### src/rtl/core/cbd_fifo.sv
`timescale 1ns / 1ps

module cbd_fifo #(
  parameter int unsigned WIDTH = 8,
  parameter int unsigned DEPTH = 4
) (
  input  logic             clk_i,
  input  logic             rst_ni,
  input  logic             push_valid_i,
  output logic             push_ready_o,
  input  logic [WIDTH-1:0] push_data_i,
  output logic             pop_valid_o,
  input  logic             pop_i,
  output logic [WIDTH-1:0] pop_data_o
);

  localparam int unsigned PW = (DEPTH > 1) ? $clog2(DEPTH) : 1;
  localparam int unsigned CW = $clog2(DEPTH + 1);

  logic [WIDTH-1:0] slot_q [DEPTH];
  logic [PW-1:0]    wr_ptr_q, wr_ptr_d;
  logic [PW-1:0]    rd_ptr_q, rd_ptr_d;
  logic [CW-1:0]    count_q, count_d;
  logic             push;
  logic             pop;

  assign push_ready_o = (count_q != CW'(DEPTH));
  assign pop_valid_o  = (count_q != '0);
  assign pop_data_o   = slot_q[rd_ptr_q];

  assign push = push_valid_i && push_ready_o;
  assign pop  = pop_i && pop_valid_o;

  always_comb begin
    wr_ptr_d = wr_ptr_q;
    rd_ptr_d = rd_ptr_q;
    count_d  = count_q;
    if (push) begin
      wr_ptr_d = (wr_ptr_q == PW'(DEPTH - 1)) ? '0 : (wr_ptr_q + PW'(1));
    end
    if (pop) begin
      rd_ptr_d = (rd_ptr_q == PW'(DEPTH - 1)) ? '0 : (rd_ptr_q + PW'(1));
    end
    if (push && !pop) begin
      count_d = count_q + CW'(1);
    end else if (pop && !push) begin
      count_d = count_q - CW'(1);
    end
  end

  always_ff @(posedge clk_i or negedge rst_ni) begin
    if (!rst_ni) begin
      wr_ptr_q <= '0;
      rd_ptr_q <= '0;
      count_q  <= '0;
    end else begin
      wr_ptr_q <= wr_ptr_d;
      rd_ptr_q <= rd_ptr_d;
      count_q  <= count_d;
    end
  end

  always_ff @(posedge clk_i) begin
    if (push) begin
      slot_q[wr_ptr_q] <= push_data_i;
    end
  end

endmodule

### config.mk
export PLATFORM = sky130hd
export DESIGN_NAME = cbd_fifo
export DESIGN_NICKNAME = d
export VERILOG_FILES = /design/src/rtl/core/cbd_fifo.sv
export SDC_FILE = /design/constraint.sdc
export NUM_CORES = 1
export LEC_CHECK = 0
export ABC_AREA = 1
export ABC_CLOCK_PERIOD_IN_PS = 2300
export CAP_MARGIN = 5
export CORE_MARGIN = 8
export CORE_UTILIZATION = 50
export CTS_BUF_LIST = sky130_fd_sc_hd__clkbuf_4 sky130_fd_sc_hd__clkbuf_8
export CTS_CLUSTER_DIAMETER = 200
export DETAILED_ROUTE_END_ITERATION = 8
export DONT_BUFFER_PORTS = 1
export PLACE_DENSITY = 0.68
export SKIP_CTS_REPAIR_TIMING = 1
export SLEW_MARGIN = 20
export SYNTH_ARGS = -nofsm -noshare
export SYNTH_HDL_FRONTEND = slang
export SYNTH_SLANG_ARGS = --single-unit
### constraint.sdc
create_clock -name clk_i -period 2.3 [get_ports clk_i]
set_input_delay 0.46 -clock clk_i [delete_from_list [all_inputs] [get_ports clk_i]]
set_output_delay 0.46 -clock clk_i [all_outputs]
set_load 0.01 [all_outputs]
==> impl_metrics.prom <==
# TYPE chip_impl_metric gauge
chip_impl_info{name="outcome",value="completed"} 1
chip_impl_metric{name="number_of_iterations_in_the_first_detailed_routing_pass",unit=""} 4
chip_impl_metric{name="total_leakage_power",unit="nW"} 0.801
chip_impl_metric{name="boundaryPins",unit=""} 22
chip_impl_metric{name="number_of_flops_mapped_to_enable_cells_by_yosys",unit=""} 32
chip_impl_metric{name="syn_nets",unit=""} 171
chip_impl_info{name="netlist.top_cell.by_area",value="sky130_fd_sc_hd__edfxtp_1"} 1
chip_impl_metric{name="post-route-min-period",unit="ps"} 1930
chip_impl_metric{name="synth.ff_latch_count",unit=""} 39
chip_impl_metric{name="cts.sink_count",unit=""} 39
chip_impl_info{name="ys_top_cells_by_count",value="37 x sky130_fd_sc_hd__nand2_1, 32 x sky130_fd_sc_hd__edfxtp_1, 29 x sky130_fd_sc_hd__inv_1"} 1
chip_impl_metric{name="num_vias",unit=""} 1044
chip_impl_info{name="cts_tree",value="yes"} 1
chip_impl_metric{name="die-area",unit="µm²"} 5660
chip_impl_metric{name="post_detailed_placement_half_perimeter_wirelength",unit="µm"} 2090
chip_impl_metric{name="yosysWarnings",unit=""} 0
chip_impl_metric{name="clkLatencyLatePin",unit="ps"} 340
chip_impl_metric{name="die_h",unit="µm"} 75.2
chip_impl_metric{name="timing.critical_path.required",unit="ps"} 2540
chip_impl_metric{name="xor_xnor_portion_of_the_synthesized_cell_area",unit="%"} 0.499
chip_impl_info{name="rsz0062_at_grt",value="false"} 1
chip_impl_metric{name="synth_simple_gate_area_share",unit="%"} 12.6
chip_impl_metric{name="gp_routability_congestion",unit=""} 0.791
chip_impl_metric{name="final_report_max_slew_violation_count",unit=""} 0
chip_impl_metric{name="cap_violations",unit=""} 0
chip_impl_metric{name="multi_input_comb_area",unit="µm²"} 449
chip_impl_info{name="largest_family_of_logic_cells_by_synthesized_area",value="simple AND/OR/NAND/NOR gates"} 1
chip_impl_info{name="synth_flop_cell",value="sky130_fd_sc_hd__edfxtp_1"} 1
chip_impl_metric{name="grt_start_max_net_pins",unit=""} 36
chip_impl_metric{name="postRouteAntennaNets",unit=""} 0
chip_impl_metric{name="num-fill-cells",unit=""} 300
chip_impl_metric{name="synth_adder_area_share",unit="%"} 5.42
chip_impl_metric{name="ratio_of_cells_with_drive_above_1_in_the_final_layout",unit="%"} 11.2
chip_impl_metric{name="final_min_period_over_clock_period",unit="%"} 83.9
chip_impl_metric{name="synthMuxAreaShare",unit="%"} 0
chip_impl_metric{name="postPlaceCellArea",unit="µm²"} 1790
chip_impl_metric{name="synth_seq_area_share",unit="%"} 64.8
chip_impl_metric{name="cts.htree.levels",unit=""} 2
chip_impl_metric{name="critPathMaxFanout",unit=""} 4
chip_impl_metric{name="routed-wl-met3",unit="µm"} 223
chip_impl_metric{name="avgSynthCellArea",unit="µm²"} 11.5
chip_impl_metric{name="wire_length_of_the_first_global_routing_pass",unit="µm"} 5050
chip_impl_metric{name="vias_per_cell",unit=""} 5.04
chip_impl_metric{name="antennaDiodeCount",unit=""} 0
chip_impl_metric{name="drt-wirelength-per-cell",unit="µm"} 14.4
chip_impl_metric{name="cellPowerDensity",unit="nW/µm²"} 1240
chip_impl_metric{name="design_area",unit="µm²"} 1890
chip_impl_info{name="synth_area_leaders",value="sky130_fd_sc_hd__edfxtp_1 55%, sky130_fd_sc_hd__dfrtp_1 10%, sky130_fd_sc_hd__nand2_1 7.9%"} 1
chip_impl_metric{name="synth_compound_area_share",unit="%"} 7.13
chip_impl_metric{name="regArea",unit="µm²"} 1140
chip_impl_metric{name="vdd_drop_max",unit="mV"} 0.555
chip_impl_metric{name="grt.overflow.total",unit=""} 0
chip_impl_metric{name="maxSlewHeadroom",unit="%"} 63.3
chip_impl_metric{name="total_clock_buffers_created_by_cts",unit=""} 5
chip_impl_metric{name="reg2reg_setup_slack",unit="ps"} 370
chip_impl_metric{name="fmax",unit="MHz"} 519
chip_impl_metric{name="cts_max_path_buffers",unit=""} 2
chip_impl_metric{name="syn_inst",unit=""} 152
chip_impl_metric{name="die_x",unit="µm"} 75.2
chip_impl_metric{name="setup_viol",unit=""} 0
chip_impl_metric{name="worst_max_slew_pin_slew",unit="ps"} 550
chip_impl_metric{name="track_usage",unit="%"} 12.3
chip_impl_metric{name="final.setup_skew",unit="ps"} 5.81
chip_impl_metric{name="antenna_found_initial",unit=""} 0
chip_impl_metric{name="initial_core_util",unit="%"} 52.2
chip_impl_info{name="most_frequent_cell_after_synthesis",value="sky130_fd_sc_hd__nand2_1"} 1
chip_impl_info{name="critical_path_class",value="register to register"} 1
chip_impl_info{name="critPathCaptureType",value="register"} 1
chip_impl_info{name="cp-start-kind",value="register"} 1
chip_impl_metric{name="remaining_drcs",unit=""} 0
chip_impl_metric{name="setup-tns-final",unit="ps"} 0
chip_impl_info{name="cts.root.buffer_cell",value="sky130_fd_sc_hd__clkbuf_4"} 1
chip_impl_metric{name="placeableCoreArea",unit="µm²"} 3360
chip_impl_metric{name="clk_pin_slew",unit="ps"} 110
chip_impl_metric{name="synthesis.area",unit="µm²"} 1750
chip_impl_metric{name="report.final.hold_viol_count",unit=""} 0
chip_impl_metric{name="ys_async_sr_fraction",unit="%"} 17.9
chip_impl_metric{name="drt-met1-wl",unit="µm"} 1230
chip_impl_metric{name="area_growth_syn_to_layout",unit="%"} 7.56
chip_impl_metric{name="worstPathArrival",unit="ps"} 2170
chip_impl_metric{name="placement_rows",unit=""} 21
chip_impl_metric{name="num-nets-final",unit=""} 179
chip_impl_metric{name="synth.distinct_cells",unit=""} 16
chip_impl_metric{name="met2WireLength",unit="µm"} 1470
chip_impl_info{name="hold_class",value="primary input to register"} 1
chip_impl_metric{name="synth_top_area_share",unit="%"} 54.8
chip_impl_metric{name="routed_wl",unit="µm"} 2990
chip_impl_info{name="highest_layer",value="met4"} 1
chip_impl_metric{name="io_buffer_count",unit=""} 0
chip_impl_metric{name="grt_pass1_vias",unit=""} 1068
chip_impl_metric{name="drt_first_iter_violations",unit=""} 36
-- routing by layer --
layer,global-route usage (%),vias up
met5,0,-
met4,7.89,0
met3,5.06,8
met2,20.3,22
met1,12.7,495
li1,-,519
-- cell type report --
cell class	instances	area share [%]
clock buffer	7	2.79
tap	46	3.05
sequential	39	60.3
multi-input combinational	78	23.8
clock inverter	1	1.59
inverter	30	5.97
timing repair buffer	6	2.52
-- layout by cell type, fill, tap and decap left out, drive strengths merged --
cell type     n
nand2        39
edfxtp       32
inv          30
o211ai       16
clkbuf        7
nand3         7
dfrtp         7
nor2          6
ha            6
buf           5
o21ai         1
xnor2         1
nand4         1
fa            1
bufinv        1
dlygate4sd3   1
-- path summary, 6_finish.rpt --
kind / start / endpoint / cells after the start
max: count_q[1]$_DFFE_PN0P_ / count_q[2]$_DFFE_PN0P_ / 10
min: push_data_i[7] / slot_q[2][7]$_DFFE_PP_ / 0
max reg2reg: count_q[1]$_DFFE_PN0P_ / count_q[2]$_DFFE_PN0P_ / 10
min reg2reg: count_q[2]$_DFFE_PN0P_ / count_q[2]$_DFFE_PN0P_ / 2
max in group asynchronous: rst_ni / rd_ptr_q[0]$_DFFE_PN0P_ / 1
min in group asynchronous: rst_ni / count_q[0]$_DFFE_PN0P_ / 1
-- stage by stage --
step / instances / setup WS (ps) / utilization, % / hold slack [ps] / total power [mW]
after floorplan: 152 / 580 / - / 164 / 1.75
after global placement: 198 / 451 / 53.3 / 165 / 1.85
after detailed placement: 198 / 376 / 53.3 / 165 / 1.90
after CTS: 206 / 33.0 / 55.8 / -218 / 2.37
after global routing: 207 / 171 / 56.1 / 178 / 2.52
final: 207 / 371 / 56.1 / 207 / 2.33
-- sequential cells by signal (all words and copies together) (netlist names) --
signal,flops
rd_ptr_q,2
count_q,3
slot_q,32
wr_ptr_q,2
-- worst max-delay path, cell delays in order, from the launching register on --
cell and delay (ps):
sky130_fd_sc_hd__dfrtp_1 420, sky130_fd_sc_hd__inv_1 110, sky130_fd_sc_hd__nand3_1 230, sky130_fd_sc_hd__nand2_2 170
sky130_fd_sc_hd__ha_1 170, sky130_fd_sc_hd__inv_1 70, sky130_fd_sc_hd__fa_1 390, sky130_fd_sc_hd__nand2_1 100
sky130_fd_sc_hd__nand3_1 70, sky130_fd_sc_hd__nand2_1 60, sky130_fd_sc_hd__nand2_1 40
-- where the power goes --
group          switching (mW)  total [mW]  internal, mW  leakage [nW]
logic                   0.488       0.759         0.271         0.378
clock network           0.215       0.469         0.254        0.0463
registers               0.155        1.10         0.948         0.377
-- kinds of logic after synthesis --
family                   count (synthesis)
flip-flops                              39
adder cells (fa/ha/maj)                  7
buffers and inverters                   35
AO/OA/AOI/OAI                           17
AND/OR/NAND/NOR                         53
XOR/XNOR                                 1
Note: power is estimated with default switching activity, not from simulation.
