[config.mk]
export PLATFORM = sky130hd
export DESIGN_NAME = cbd_front
export DESIGN_NICKNAME = d
export VERILOG_FILES = /design/src/rtl/core/cbd_pkg.sv /design/src/rtl/core/cbd_front.sv
export SDC_FILE = /design/constraint.sdc
export NUM_CORES = 1
export LEC_CHECK = 0
export BUFFER_PORTS_ARGS = -buffer_cell sky130_fd_sc_hd__buf_2
export CORE_MARGIN = 2
export CORE_UTILIZATION = 53
export CTS_CLUSTER_DIAMETER = 200
export DETAILED_ROUTE_END_ITERATION = 10
export MAX_ROUTING_LAYER = met4
export PLACE_DENSITY = 0.85
export SLEW_MARGIN = 20
export SYNTH_ARGS = -nofsm -noshare
export SYNTH_HDL_FRONTEND = slang
export SYNTH_SLANG_ARGS = --single-unit
export TNS_END_PERCENT = 10
[constraint.sdc]
create_clock -name clk_i -period 13.4 [get_ports clk_i]
set_input_delay 2.68 -clock clk_i [delete_from_list [all_inputs] [get_ports clk_i]]
set_output_delay 2.68 -clock clk_i [all_outputs]
set_load 0.05 [all_outputs]
[src/rtl/core/cbd_pkg.sv]
`timescale 1ns / 1ps

package cbd_pkg;

  localparam int unsigned DEF_MAX_WIDTH  = 4096;
  localparam int unsigned DEF_MAX_HEIGHT = 4096;

  localparam int unsigned PIXEL_W    = 32;
  localparam int unsigned BYTE_W     = 8;
  localparam int unsigned RGB_W      = 24;
  localparam int unsigned TOL_W      = 8;
  localparam int unsigned DIM_CFG_W  = 13;
  localparam int unsigned RES_W      = 13;
  localparam int unsigned CFG_DATA_W = 24;
  localparam int unsigned CFG_IDX_W  = 3;

  localparam int unsigned QUEUE_DEPTH = 4;

  localparam logic [BYTE_W-1:0] BG_ALPHA = 8'hff;

  localparam logic [RGB_W-1:0]     RST_BG_RGB = 24'hffffff;
  localparam logic [TOL_W-1:0]     RST_TOL    = 8'd0;
  localparam logic [DIM_CFG_W-1:0] RST_LIMIT  = 13'd0;
  localparam logic [DIM_CFG_W-1:0] RST_WIDTH  = 13'd4096;
  localparam logic [DIM_CFG_W-1:0] RST_HEIGHT = 13'd4096;

  typedef enum logic [CFG_IDX_W-1:0] {
    CFG_BG_RGB = 3'd0,
    CFG_TOL    = 3'd1,
    CFG_LIMIT  = 3'd2,
    CFG_WIDTH  = 3'd3,
    CFG_HEIGHT = 3'd4
  } cbd_cfg_idx_e;

  // Per-pixel classification handed from front to back.
  typedef struct packed {
    logic mismatch;
    logic first_row;
    logic row_end;
    logic last_row;
    logic row_hit;
  } cbd_flags_t;

endpackage

[src/rtl/core/cbd_front.sv]
`timescale 1ns / 1ps

module cbd_front #(
  parameter int unsigned MAX_WIDTH  = cbd_pkg::DEF_MAX_WIDTH,
  parameter int unsigned MAX_HEIGHT = cbd_pkg::DEF_MAX_HEIGHT,
  localparam int unsigned XW = (MAX_WIDTH > 1) ? $clog2(MAX_WIDTH) : 1,
  localparam int unsigned YW = (MAX_HEIGHT > 1) ? $clog2(MAX_HEIGHT) : 1,
  localparam int unsigned WW = $clog2(MAX_WIDTH + 1),
  localparam int unsigned HW = $clog2(MAX_HEIGHT + 1)
) (
  input  logic                            clk_i,
  input  logic                            rst_ni,
  input  logic                            pixel_valid_i,
  output logic                            pixel_ready_o,
  input  logic [cbd_pkg::PIXEL_W-1:0]     pixel_i,
  input  logic [cbd_pkg::RGB_W-1:0]       bg_rgb_i,
  input  logic [cbd_pkg::TOL_W-1:0]       tol_i,
  input  logic [cbd_pkg::DIM_CFG_W-1:0]   limit_i,
  input  logic [WW-1:0]                   width_i,
  input  logic [HW-1:0]                   height_i,
  input  logic                            push_ready_i,
  output logic                            push_valid_o,
  output cbd_pkg::cbd_flags_t             flags_o,
  output logic [XW-1:0]                   x_o,
  output logic [YW-1:0]                   y_o
);
  import cbd_pkg::*;

  localparam int unsigned RW = $clog2(MAX_WIDTH + 1);

  logic [XW-1:0] x_q, x_d;
  logic [YW-1:0] y_q, y_d;
  logic [RW-1:0] row_count_q, row_count_d;

  logic [PIXEL_W-1:0] bg_word;
  logic               mismatch;
  logic               row_end;
  logic               last_row;
  logic [RW-1:0]      rc_base;
  logic [31:0]        rc_sum;
  logic               accept;

  assign bg_word = {BG_ALPHA, bg_rgb_i};

  always_comb begin
    logic [BYTE_W-1:0] a;
    logic [BYTE_W-1:0] b;
    logic [BYTE_W-1:0] diff;
    mismatch = 1'b0;
    for (int i = 0; i < PIXEL_W / BYTE_W; i++) begin
      a    = pixel_i[i*BYTE_W +: BYTE_W];
      b    = bg_word[i*BYTE_W +: BYTE_W];
      diff = (a > b) ? (a - b) : (b - a);
      if (diff > tol_i) begin
        mismatch = 1'b1;
      end
    end
  end

  assign row_end  = 32'(x_q) >= (32'(width_i) - 32'd1);
  assign last_row = 32'(y_q) >= (32'(height_i) - 32'd1);

  assign rc_base = (x_q == '0) ? '0 : row_count_q;
  assign rc_sum  = 32'(rc_base) + 32'(mismatch);

  always_comb begin
    if (rc_sum <= 32'(MAX_WIDTH)) begin
      row_count_d = RW'(rc_sum);
    end else begin
      row_count_d = rc_base;
    end
  end

  assign pixel_ready_o = push_ready_i;
  assign push_valid_o  = pixel_valid_i;
  assign accept        = pixel_valid_i && push_ready_i;

  assign flags_o.mismatch  = mismatch;
  assign flags_o.first_row = (y_q == '0);
  assign flags_o.row_end   = row_end;
  assign flags_o.last_row  = last_row;
  assign flags_o.row_hit   = 32'(row_count_d) > 32'(limit_i);
  assign x_o = x_q;
  assign y_o = y_q;

  always_comb begin
    x_d = x_q;
    y_d = y_q;
    if (row_end) begin
      x_d = '0;
      y_d = last_row ? '0 : (y_q + YW'(1));
    end else begin
      x_d = x_q + XW'(1);
    end
  end

  always_ff @(posedge clk_i or negedge rst_ni) begin
    if (!rst_ni) begin
      x_q         <= '0;
      y_q         <= '0;
      row_count_q <= '0;
    end else if (accept) begin
      x_q         <= x_d;
      y_q         <= y_d;
      row_count_q <= row_count_d;
    end
  end

endmodule

==> results of run 1 <==
-- power groups by stage --
stage | logic, W | clock network [W] | registers, W
6_report | 0.000326 | 0.000137 | 0.000140
5_1_grt | 0.000366 | 0.000145 | 0.000142
3_3_place_gp | 0.000310 | 0 | 0.000141
3_5_place_dp | 0.000322 | 0 | 0.000142
2_1_floorplan | 0.000234 | 0 | 0.000150
4_1_cts | 0.000324 | 0.000138 | 0.000140
-- area by class of cell --
| class | count | area share [%] |
|---|---|---|
| Multi-Input combinational cell | 695 | 68.8 |
| Sequential cell | 37 | 12.1 |
| Timing Repair Buffer | 143 | 9.52 |
| Inverter | 95 | 4.65 |
| Tap cell | 172 | 2.80 |
| Clock buffer | 6 | 1.68 |
| Clock inverter | 2 | 0.505 |
-- cells by family after synthesis --
| group | count (synthesis) | synth area share (%) |
|---|---|---|
| AO/OA/AOI/OAI | 216 | 21.4 |
| XOR/XNOR | 48 | 6.23 |
| adder cells (fa/ha/maj) | 128 | 24.4 |
| buffers and inverters | 134 | 8.47 |
| flip-flops | 37 | 13.7 |
| multiplexers | 27 | 4.15 |
| AND/OR/NAND/NOR | 275 | 21.7 |
-- per-stage QoR --
step	std cells	power, W
6_report	1150	0.000603
5_1_grt	1150	0.000653
4_1_cts	1149	0.000601
3_5_place_dp	1141	0.000463
3_3_place_gp	1141	0.000452
2_1_floorplan	865	0.000384
-- worst min-delay path by stage --
stage | start | end | slack (ps) | cells after the start
CTS | row_count_q[0] | row_count_q[0] | 500 | 2
global placement | row_count_q[0] | row_count_q[0] | 480 | 2
finish | row_count_q[0] | row_count_q[0] | 510 | 2
floorplan | row_count_q[0] | row_count_q[0] | 460 | 2
detailed placement | row_count_q[0] | row_count_q[0] | 490 | 2
global route | row_count_q[0] | row_count_q[0] | 560 | 2
-- worst register-to-register path, stage by stage (launching register included) --
cell      delay [ps]
dfrtp_1          420
inv_1            130
ha_1             170
nor4b_1          390
nand3_1          120
buf_4            240
and2_1           210
ha_1             230
ha_1             200
buf_4            170
and4_4           220
a211oi_1         240
a21o_1           180
nand4_1          130
o311ai_2         460
a21oi_2          280
nor4_1           410
mux2i_1          220
-- layout by cell type (no fill, tap or decap), types with 5 or more instances in the layout --
master | synthesis | layout
a21oi_1 | 40 | 40
ha_1 | 122 | 122
o21a_1 | 13 | 13
dfrtp_1 | 37 | 37
nor2b_1 | 9 | 9
or3_1 | 9 | 9
o211ai_1 | 11 | 11
and2_1 | 7 | 7
nand3_1 | 33 | 33
o21ai_0 | 65 | 65
nor2_1 | 47 | 47
xnor2_1 | 29 | 29
or4_1 | 13 | 13
buf_2 | 4 | 137
inv_1 | 95 | 95
a31oi_1 | 5 | 5
nor4_1 | 12 | 12
nand4_1 | 13 | 13
xor2_1 | 19 | 19
a21o_1 | 18 | 18
nand2_1 | 59 | 59
and3_1 | 20 | 20
nor3_1 | 17 | 16
o31ai_1 | 13 | 13
clkbuf_16 | 0 | 5
nand2b_1 | 21 | 21
mux2i_1 | 19 | 19
buf_4 | 7 | 6
fa_1 | 6 | 6
mux2_2 | 7 | 7
-- per-layer routing --
| layer | track usage (%) | up-vias | share of wire (%) |
|---|---|---|---|
| li1 | - | 3340 | - |
| met2 | 42.0 | 255 | 47 |
| met5 | - | - | 0 |
| met4 | 5.41 | 0 | 1.1 |
| met3 | 2.94 | 24 | 6.2 |
| met1 | 32.8 | 3116 | 46 |
-- repair_timing --
item / CTS / global route
resized for setup: 0 / 3
setup endpoints to repair: 0 / 1
buffers inserted: 0 / 0
-- registers in the layout (all words and copies together) (netlist names) --
name / count
row_count_q: 13
x_o: 12
y_o: 12
==> results.md, run 1 <==
* Status: completed
* Synth warn at 0
* Setup crit start: pixel_i[16]
* Final wirelength at 16600 um
* CTS tree: yes
* Die Y-Extent at 117 um
* Share of post-route cells with drive strength above 1 at 18.0%
* Post-synth EDFFs at 0
* CP required at 10720 ps
* Worst Setup Start Kind: input pin
* Largest net degree at the start of global routing at 38
* Ys async rst share at 100%
* Die Footprint at 13700 sq um
* Vias post-DR at 6735
* Worst-path clk slew at 60 ps
* Flop pwr share at 23.2%
* Worst path slowest cell: o41a_1
* Largest area contributor in the netlist: ha_1
* Max-slew violations at 0
* Post-synth design cell area at 6750 sq um
* Synth cell count leaders: 122 x ha_1, 95 x inv_1, 65 x o21ai_0
* Die Width at 117 um
* Grt ovf at 0
* Netlist cell types at 74
* Pre-Repair DR Iteration Count at 5
* Top cell type's share of synthesized area at 22.6%
* DRT iter0 DRCs at 439
* # clock sinks at 37
* Vias in the first global route at 6407
* Setup ws final at 661 ps
* # IOs at 138
* Setup Skew at 5.83 ps
* Psw at 0.000253 W
* RSZ-0062 raised after global routing: no
* # hold bufs at CTS at 0
* Syn Area/Cell at 7.81 sq um
* First-pass GRT wire length at 27900 um
* Placed inst area at 7490 sq um
* Hold_ws at 506 ps
* Setup violators final at 0
* Max stage delay on crit path at 510 ps
* Port-buffer cells at 137
* DRC violation count after routing at 0
* Comb power frac at 54.0%
* #FFs+latches synth at 37
* Fin util at 61.3%
* Max_cap viols at 0
* Crit path capture: flags_o[0]
* Sw Share at 41.9%
* LEAKAGE at 3.93 nW
* Clk_lat worst skew at 280 ps
* Ant diodes at 0
* Routed wire per std cell at 14.4 um
* Layout Nets at 1212
* Worst slew pin tran at 892 ps
* F_max at 78.5 MHz
* Crit. End Element: primary output
* Row count at 41
* Maximum vdd drop at 0.0961 mV
* Worst reg2reg setup slack at 8880 ps
* Starting Density at 53.9%
* Worst r2r path cells at 17
* Seq. cell area at 926 sq um
* Period utilization at 95.1%
* Post-synth top flop: dfrtp_1
* Setup TNS at 0 ps
* Internal power at 0.000350 W
* Fill count at 1088
* H-Tree Depth at 2
* Final HPWL DP at 13300 um
* Post-Syn Instances at 865
* FF-to-FF End: row_count_q[7]
* Crit path time final at 12740 ps
* CP delay by family, top: compound AO/OA/AOI/OAI gates
* Via/cell ratio at 5.86
* Headroom to the max-slew limit at 40.6%
* FF-to-FF Start: x_o[0]
* Hold crit path type: flop to flop
* Clk buf depth at 2
* Root buf cell: clkbuf_16
* Pwr/cell area at 78.5 nW/um^2
* Final Hold Viols at 0
* Area occupied by multi-input gates at 5280 sq um
* Critical path buffers and inverters at 5
* Worst path depth at 36
* Gr usage total at 25.1%
* Antenna violations before repair at 0
* Num CTS Buffers at 5
* Worst Setup Path Type: input pin to primary output
* CP Max Fanout at 14
* Core Box Area at 12500 sq um
* Main area contributors after synthesis: ha_1 23%, dfrtp_1 14%, inv_1 5.3%, o21ai_0 4.8%, xnor2_1 3.8%
* Seq/Total Area, Yosys at 13.7%
* Routed Antenna Nets at 0
* Syn-to-layout area delta at 13.7%
* Dpl ws at 521 ps
* Count leader, synth: ha_1
* Placer Congestion at 0.930
* Final Instance Area at 7680 sq um
* Clock network power share at 22.8%
* Crit path arrival time at 10060 ps
* Syn_nets at 1100
Power figures use the tool's default switching activity.
==> run 2: changes to the inputs <==
--- a/config.mk
+++ b/config.mk
@@ -5,6 +5,7 @@
 export SDC_FILE = /design/constraint.sdc
 export NUM_CORES = 1
 export LEC_CHECK = 0
+export ABC_AREA = 1
 export BUFFER_PORTS_ARGS = -buffer_cell sky130_fd_sc_hd__buf_2
 export CORE_MARGIN = 2
 export CORE_UTILIZATION = 53
==> run 2 against run 1 <==
  * Cell count grew 12%
  * Hold slack lost 17 ps
  * Non-clock buffer count shrank 6
  * Via count shrank 0.36%
  * Combinational power grew 48%
  * Worst setup slack gained 760 ps
  * Fmax grew 6.4%
  * Sequential cell count is the same
  * Clock power grew 13%
  * Sequential share of layout area shrank 0.19 points
  * Wire length shrank 3.9%
  * Synthesized cell count grew 14%
  * Critical path type unchanged
==> results.md, run 2 <==
* Postcts setup bufs at 0
* Routed wire per std cell at 12.4 um
* Antenna violations before repair at 2
* Cell count after placement at 1278
* Seq/Total Area, Yosys at 13.5%
* Internal power at 0.000426 W
* Clk_lat worst skew at 280 ps
* CP required at 10720 ps
* F_max at 83.5 MHz
* Dpl ws at 1490 ps
* Psw at 0.000389 W
* Setup Skew at 5.55 ps
* Post-synthesis compound-gate area fraction at 11.6%
* Crit path arrival time at 9300 ps
* #FFs+latches synth at 37
* Worst reg2reg setup slack at 9810 ps
* Share of post-route cells with drive strength above 1 at 19.1%
* Crit path time final at 11980 ps
* Most Frequent Cell on Critical Path: inv_1
* Period utilization at 89.4%
* Commonest cells after routing, fill and taps aside: 191 x inv_1, 170 x nand2_1, 137 x buf_2, 122 x ha_1, 73 x nand3_1
* CTS tree: yes
* Num CTS Buffers at 5
* Final wirelength at 15900 um
* Hold crit path type: flop to flop
* Post-synth top flop: dfrtp_1
* Synth warn at 0
* Fin util at 61.8%
* Critical path buffers and inverters at 7
* Die Width at 118 um
* Vias post-DR at 6711
* Post-Synth XOR/XNOR Area at 6.63%
* Grt ovf at 0
* Largest net degree at the start of global routing at 38
* Max_cap viols at 0
* Setup TNS at 0 ps
* Syn_nets at 1223
* Hold path cells at 2
* Start point of the worst hold path: row_count_q[0]
* Final HPWL DP at 13400 um
* Max-slew violations at 0
* Worst-path clk slew at 60 ps
* Die Footprint at 13900 sq um
* # clock sinks at 37
* Ys async rst share at 100%
* Syn-to-layout area delta at 13.6%
* Die Y-Extent at 118 um
* Post-synth EDFFs at 0
* Max stage delay on crit path at 450 ps
* Simple-gate share of the synthesized area at 30.1%
* Main combinational cell family by area after synthesis: simple AND/OR/NAND/NOR gates
* Worst Setup Path Type: input pin to primary output
* Setup ws final at 1420 ps
* Port-buffer cells at 137
* # hold bufs at CTS at 0
* Row count at 41
* FF-to-FF End: row_count_q[12]
* Top cell type's share of synthesized area at 22.2%
* Worst Hold End: row_count_q[0]
* Comb power frac at 59.1%
* Flop pwr share at 21.9%
* Total Power at 0.000815 W
* Starting Density at 54.4%
* Synth cell count leaders: 191 x inv_1, 170 x nand2_1, 122 x ha_1
* Post-route insts no fill at 1289
* Worst Setup Start Kind: input pin
* Routed Antenna Nets at 0
* Commonest non-fill, non-tap cell in the layout: inv_1
* DRC violation count after routing at 0
* FF-to-FF Start: x_o[0]
* Final Hold Viols at 0
* Status: completed
* Via/cell ratio at 5.21
* Core Box Area at 12600 sq um
* H-Tree Depth at 2
* CP delay by family, top: simple AND/OR/NAND/NOR gates
* First-pass GRT wire length at 27600 um
* Post-synth design cell area at 6870 sq um
* LEAKAGE at 4.50 nW
* Root buf cell: clkbuf_16
* Post-Syn Instances at 988
* Placer Congestion at 0.971
* Fill count at 1186
* Most flop-heavy register: row_count_q
* Crit. End Element: primary output
* Pwr/cell area at 104 nW/um^2
* # IOs at 138
* Largest area contributor in the netlist: ha_1
* DRT iter0 DRCs at 288
* Worst slew pin tran at 853 ps
* CP Max Fanout at 13
* Layout Nets at 1348
* Area occupied by multi-input gates at 5040 sq um
* Post-synthesis mux area share at 1.09%
* Vias in the first global route at 6374
* Adder-cell share of the synthesized area at 24.0%
* Clk buf depth at 2
* Gr usage total at 23.7%
* Netlist cell types at 52
* Headroom to the max-slew limit at 43.2%
* Resize count post-CTS at 0
* RSZ-0062 raised after global routing: no
* Pre-Repair DR Iteration Count at 5
* Count leader, synth: inv_1
* Sw Share at 47.8%
* Syn Area/Cell at 6.95 sq um
* Main area contributors after synthesis: ha_1 22%, dfrtp_1 13%, inv_1 10%, nand2_1 9.3%, nand3_1 5.3%
* Worst path slowest cell: nand2_2
* Worst r2r path cells at 22
* Seq. cell area at 926 sq um
* Setup violators final at 0
* Clock network power share at 19.0%
* Max reg flops at 13
* Maximum vdd drop at 0.110 mV
[run 2: per-stage QoR]
| stage | area, sq um | hold WS [ps] |
|---|---|---|
| final | 7800 | 489 |
| after global routing | 7800 | 511 |
| after CTS | 7790 | 492 |
| after detailed placement | 7600 | 479 |
| after global placement | 7600 | 463 |
| after floorplan | 6870 | 449 |
[run 2: metal layers]
metal | wire length (um) | track usage [%] | vias up
met2 | 7550 | 40.8 | 188
met3 | 914 | 3.78 | 30
li1 | - | - | 3484
met1 | 7200 | 29.1 | 3009
met5 | 0 | - | -
met4 | 274 | 5.57 | 0
[run 2: logic make-up after synthesis]
| family | Yosys count |
|---|---|
| buffers and inverters | 213 |
| AND/OR/NAND/NOR | 415 |
| multiplexers | 7 |
| flip-flops | 37 |
| XOR/XNOR | 52 |
| AO/OA/AOI/OAI | 136 |
| adder cells (fa/ha/maj) | 128 |
[run 2: power groups by stage]
stage,registers (W),clock network [W],logic [W]
after floorplan,0.000223,0,0.000323
after global placement,0.000178,0,0.000468
after detailed placement,0.000180,0,0.000481
after CTS,0.000178,0.000158,0.000483
after global routing,0.000183,0.000163,0.000550
final,0.000178,0.000155,0.000482
[run 2: area by class of cell]
| class | count | area share [%] |
|---|---|---|
| inverter | 194 | 9.34 |
| multi-input combinational | 738 | 64.7 |
| antenna | 3 | 0.0962 |
| sequential | 37 | 11.9 |
| clock inverter | 3 | 0.882 |
| clock buffer | 5 | 1.60 |
| timing repair buffer | 137 | 8.79 |
| tap | 172 | 2.76 |
[run 2: tightest hold or removal path: stages, from the launching register on]
cell	delay (ps)
dfrtp_1	340
nand2_1	50
nand2_1	60
[run 2: worst max-delay path by stage]
| stage | startpoint | end | slack, ps | depth (start not counted) |
|---|---|---|---|---|
| 2_1_floorplan | pixel_i[16] | flags_o[0] | 2150 | 45 |
| 3_3_place_gp | pixel_i[16] | flags_o[0] | 1670 | 41 |
| 3_5_place_dp | pixel_i[16] | flags_o[0] | 1490 | 41 |
| 4_1_cts | pixel_i[16] | flags_o[0] | 1490 | 41 |
| 5_1_grt | pixel_i[16] | flags_o[0] | 800 | 41 |
| 6_report | pixel_i[16] | flags_o[0] | 1420 | 41 |
==> run 3: changes to the inputs <==
--- a/config.mk
+++ b/config.mk
@@ -8,11 +8,11 @@
 export ABC_AREA = 1
 export BUFFER_PORTS_ARGS = -buffer_cell sky130_fd_sc_hd__buf_2
 export CORE_MARGIN = 2
-export CORE_UTILIZATION = 53
+export CORE_UTILIZATION = 52
 export CTS_CLUSTER_DIAMETER = 200
 export DETAILED_ROUTE_END_ITERATION = 10
 export MAX_ROUTING_LAYER = met4
-export PLACE_DENSITY = 0.85
+export PLACE_DENSITY = 0.88
 export SLEW_MARGIN = 20
 export SYNTH_ARGS = -nofsm -noshare
 export SYNTH_HDL_FRONTEND = slang
==> constraint.sdc (replaced) <==
create_clock -name clk_i -period 10.7 [get_ports clk_i]
set_input_delay 2.14 -clock clk_i [delete_from_list [all_inputs] [get_ports clk_i]]
set_output_delay 2.14 -clock clk_i [all_outputs]
set_load 0.05 [all_outputs]
==> run 3 against run 2 <==
  * Sequential power is 26% higher
  * Clock skew decreased by 1.5 ps
  * Cell area rose by 2.4%
  * Wire length grew 5.7%
  * Total power grew 23%
  * Non-clock buffer count rose by 15
  * Via count increased by 3.8%
  * Cell count up 1.6%
  * Critical path type unchanged
  * Largest cell class unchanged
==> results.md, run 3 (same netlist as run 2, synthesis figures left out) <==
* Status: completed
* Routed Antenna Nets at 0
* Final Hold Viols at 0
* Hold path cells at 2
* Via/cell ratio at 5.32
* Layout Nets at 1365
* DRC violation count after routing at 0
* Worst Setup Path Type: input pin to primary output
* Grt ovf at 0
* Final wirelength at 16800 um
* Headroom to the max-slew limit at 44.5%
* Period utilization at 98.4%
* # hold bufs at CTS at 0
* Worst Hold End: row_count_q[12]
* Clk_lat worst skew at 270 ps
* Crit path arrival time at 8390 ps
* Syn-to-layout area delta at 16.4%
* CTS tree: yes
* Vias in the first global route at 6246
* Root buf cell: clkbuf_16
* FF-to-FF Start: x_o[0]
* F_max at 95.0 MHz
* Placer Congestion at 0.971
* FF-to-FF End: row_count_q[12]
* Worst path slowest cell: fa_1
* Worst r2r path cells at 23
* Antenna violations before repair at 6
* Die Y-Extent at 119 um
* Hold crit path type: flop to flop
* Start point of the worst hold path: row_count_q[12]
* Setup crit start: pixel_i[16]
* Setup violators final at 0
* Commonest cells after routing, fill and taps aside: 190 x inv_1, 168 x nand2_1, 136 x buf_2, 118 x ha_1, 72 x nand3_1
* CP delay by family, top: compound AO/OA/AOI/OAI gates
* Port-buffer cells at 137
* # IOs at 138
* Pwr/cell area at 125 nW/um^2
* Gr usage total at 22.8%
* Row count at 41
* Vias post-DR at 6963
* Max-slew violations at 0
* Starting Density at 53.8%
* Max stage delay on crit path at 350 ps
* CP required at 8560 ps
* # clock sinks at 37
* H-Tree Depth at 2
* Total Power at 0.00100 W
* DRT iter0 DRCs at 478
* Die Width at 119 um
* Most flop-heavy register: row_count_q
* Worst slew pin tran at 832 ps
* Routed wire per std cell at 12.9 um
* Die Footprint at 14100 sq um
* Worst-path clk slew at 50 ps
* Final HPWL DP at 13400 um
* Fin util at 62.6%
* Num CTS Buffers at 5
* Hold_ws at 487 ps
* Critical path buffers and inverters at 9
* Max reg flops at 13
* Setup TNS at 0 ps
* Share of post-route cells with drive strength above 1 at 21.5%
* Pre-Repair DR Iteration Count at 5
* Commonest non-fill, non-tap cell in the layout: inv_1
* LEAKAGE at 4.54 nW
* Most Frequent Cell on Critical Path: inv_1
* Largest net degree at the start of global routing at 38
* Maximum vdd drop at 0.127 mV
* Clk buf depth at 2
* CP Max Fanout at 6
* Crit path time final at 10530 ps
* Worst Setup Start Kind: input pin
* Worst reg2reg setup slack at 7100 ps
* Max_cap viols at 0
* Setup Skew at 4.08 ps
* First-pass GRT wire length at 27000 um
* Crit. End Element: primary output
* Core Box Area at 12800 sq um
## run 3: changes by cell type in the layout (fill, tap and decap cells not counted), sizes merged
| cell | before | now |
|---|---|---|
| clkbuf | 5 | 6 |
| diode | 3 | 6 |
| nand2 | 183 | 184 |
| inv | 195 | 194 |
| buf | 137 | 152 |
| clkinv | 0 | 2 |
| nand3 | 102 | 103 |
| bufinv | 2 | 0 |
## run 3: final cells by class
type                       instances  area, sq um
inverter                         194          728
tap                              172          215
multi-input combinational        740         5160
clock buffer                       6          129
fill                            1102         4780
clock inverter                     2         10.0
sequential                        37          926
timing repair buffer             152          808
antenna                            6         15.0
## run 3: stage by stage
| step | setup slack [ps] | cell area, sq um | std cells |
|---|---|---|---|
| after floorplan | 527 | 6870 | 988 |
| after global placement | 335 | 7610 | 1280 |
| after detailed placement | -76.0 | 7610 | 1280 |
| after CTS | 50.5 | 7760 | 1288 |
| after global routing | -184 | 7990 | 1309 |
| final | 168 | 7990 | 1309 |
## run 3: power breakdown
| group | switching (W) | total, W | internal [W] | leakage, nW |
|---|---|---|---|---|
| Clock | 0.0000528 | 0.000138 | 0.0000854 | 0.0707 |
| Sequential | 0.0000503 | 0.000224 | 0.000173 | 0.483 |
| Combinational | 0.000399 | 0.000640 | 0.000241 | 3.99 |
## run 3: how the worst max path moves through the flow
stage	end	cells past startpoint	slack [ps]
final	flags_o[0]	45	170
after global routing	flags_o[0]	46	-180
after CTS	flags_o[0]	46	50
after detailed placement	flags_o[0]	46	-80
after global placement	flags_o[0]	46	330
after floorplan	flags_o[0]	45	530
## run 3: worst register-to-register path, cell delays in order (launching register included)
cell      delay (ps)
dfrtp_1          390
inv_1            150
ha_1             180
nand2_1           60
nor2_2           150
nand2_4          220
nand2_1          190
inv_1             70
ha_2             190
ha_2             190
nand2_1           60
inv_1             70
nand3_4          120
nand2_1           80
nand2_2           70
nand2_1           70
nor2_2           100
nand3_1          120
nor2_2           200
nand3_2          200
buf_4            200
a21boi_1         290
nand2_1           90
nand2_1           80
## run 3: layer usage
| metal | global-route usage (%) | routed length, um |
|---|---|---|
| met2 | 37.7 | 7830 |
| met3 | 4.65 | 1420 |
| met5 | - | 0 |
| met4 | 3.13 | 146 |
| met1 | 29.4 | 7450 |
## run 3: what timing repair did
item / CTS / global route
pin swaps: 0 / 9
resized for setup: 2 / 25
gates cloned: 0 / 2
hold endpoints to repair: 0 / 0
setup endpoints to repair: 1 / 1
buffers inserted: 0 / 13
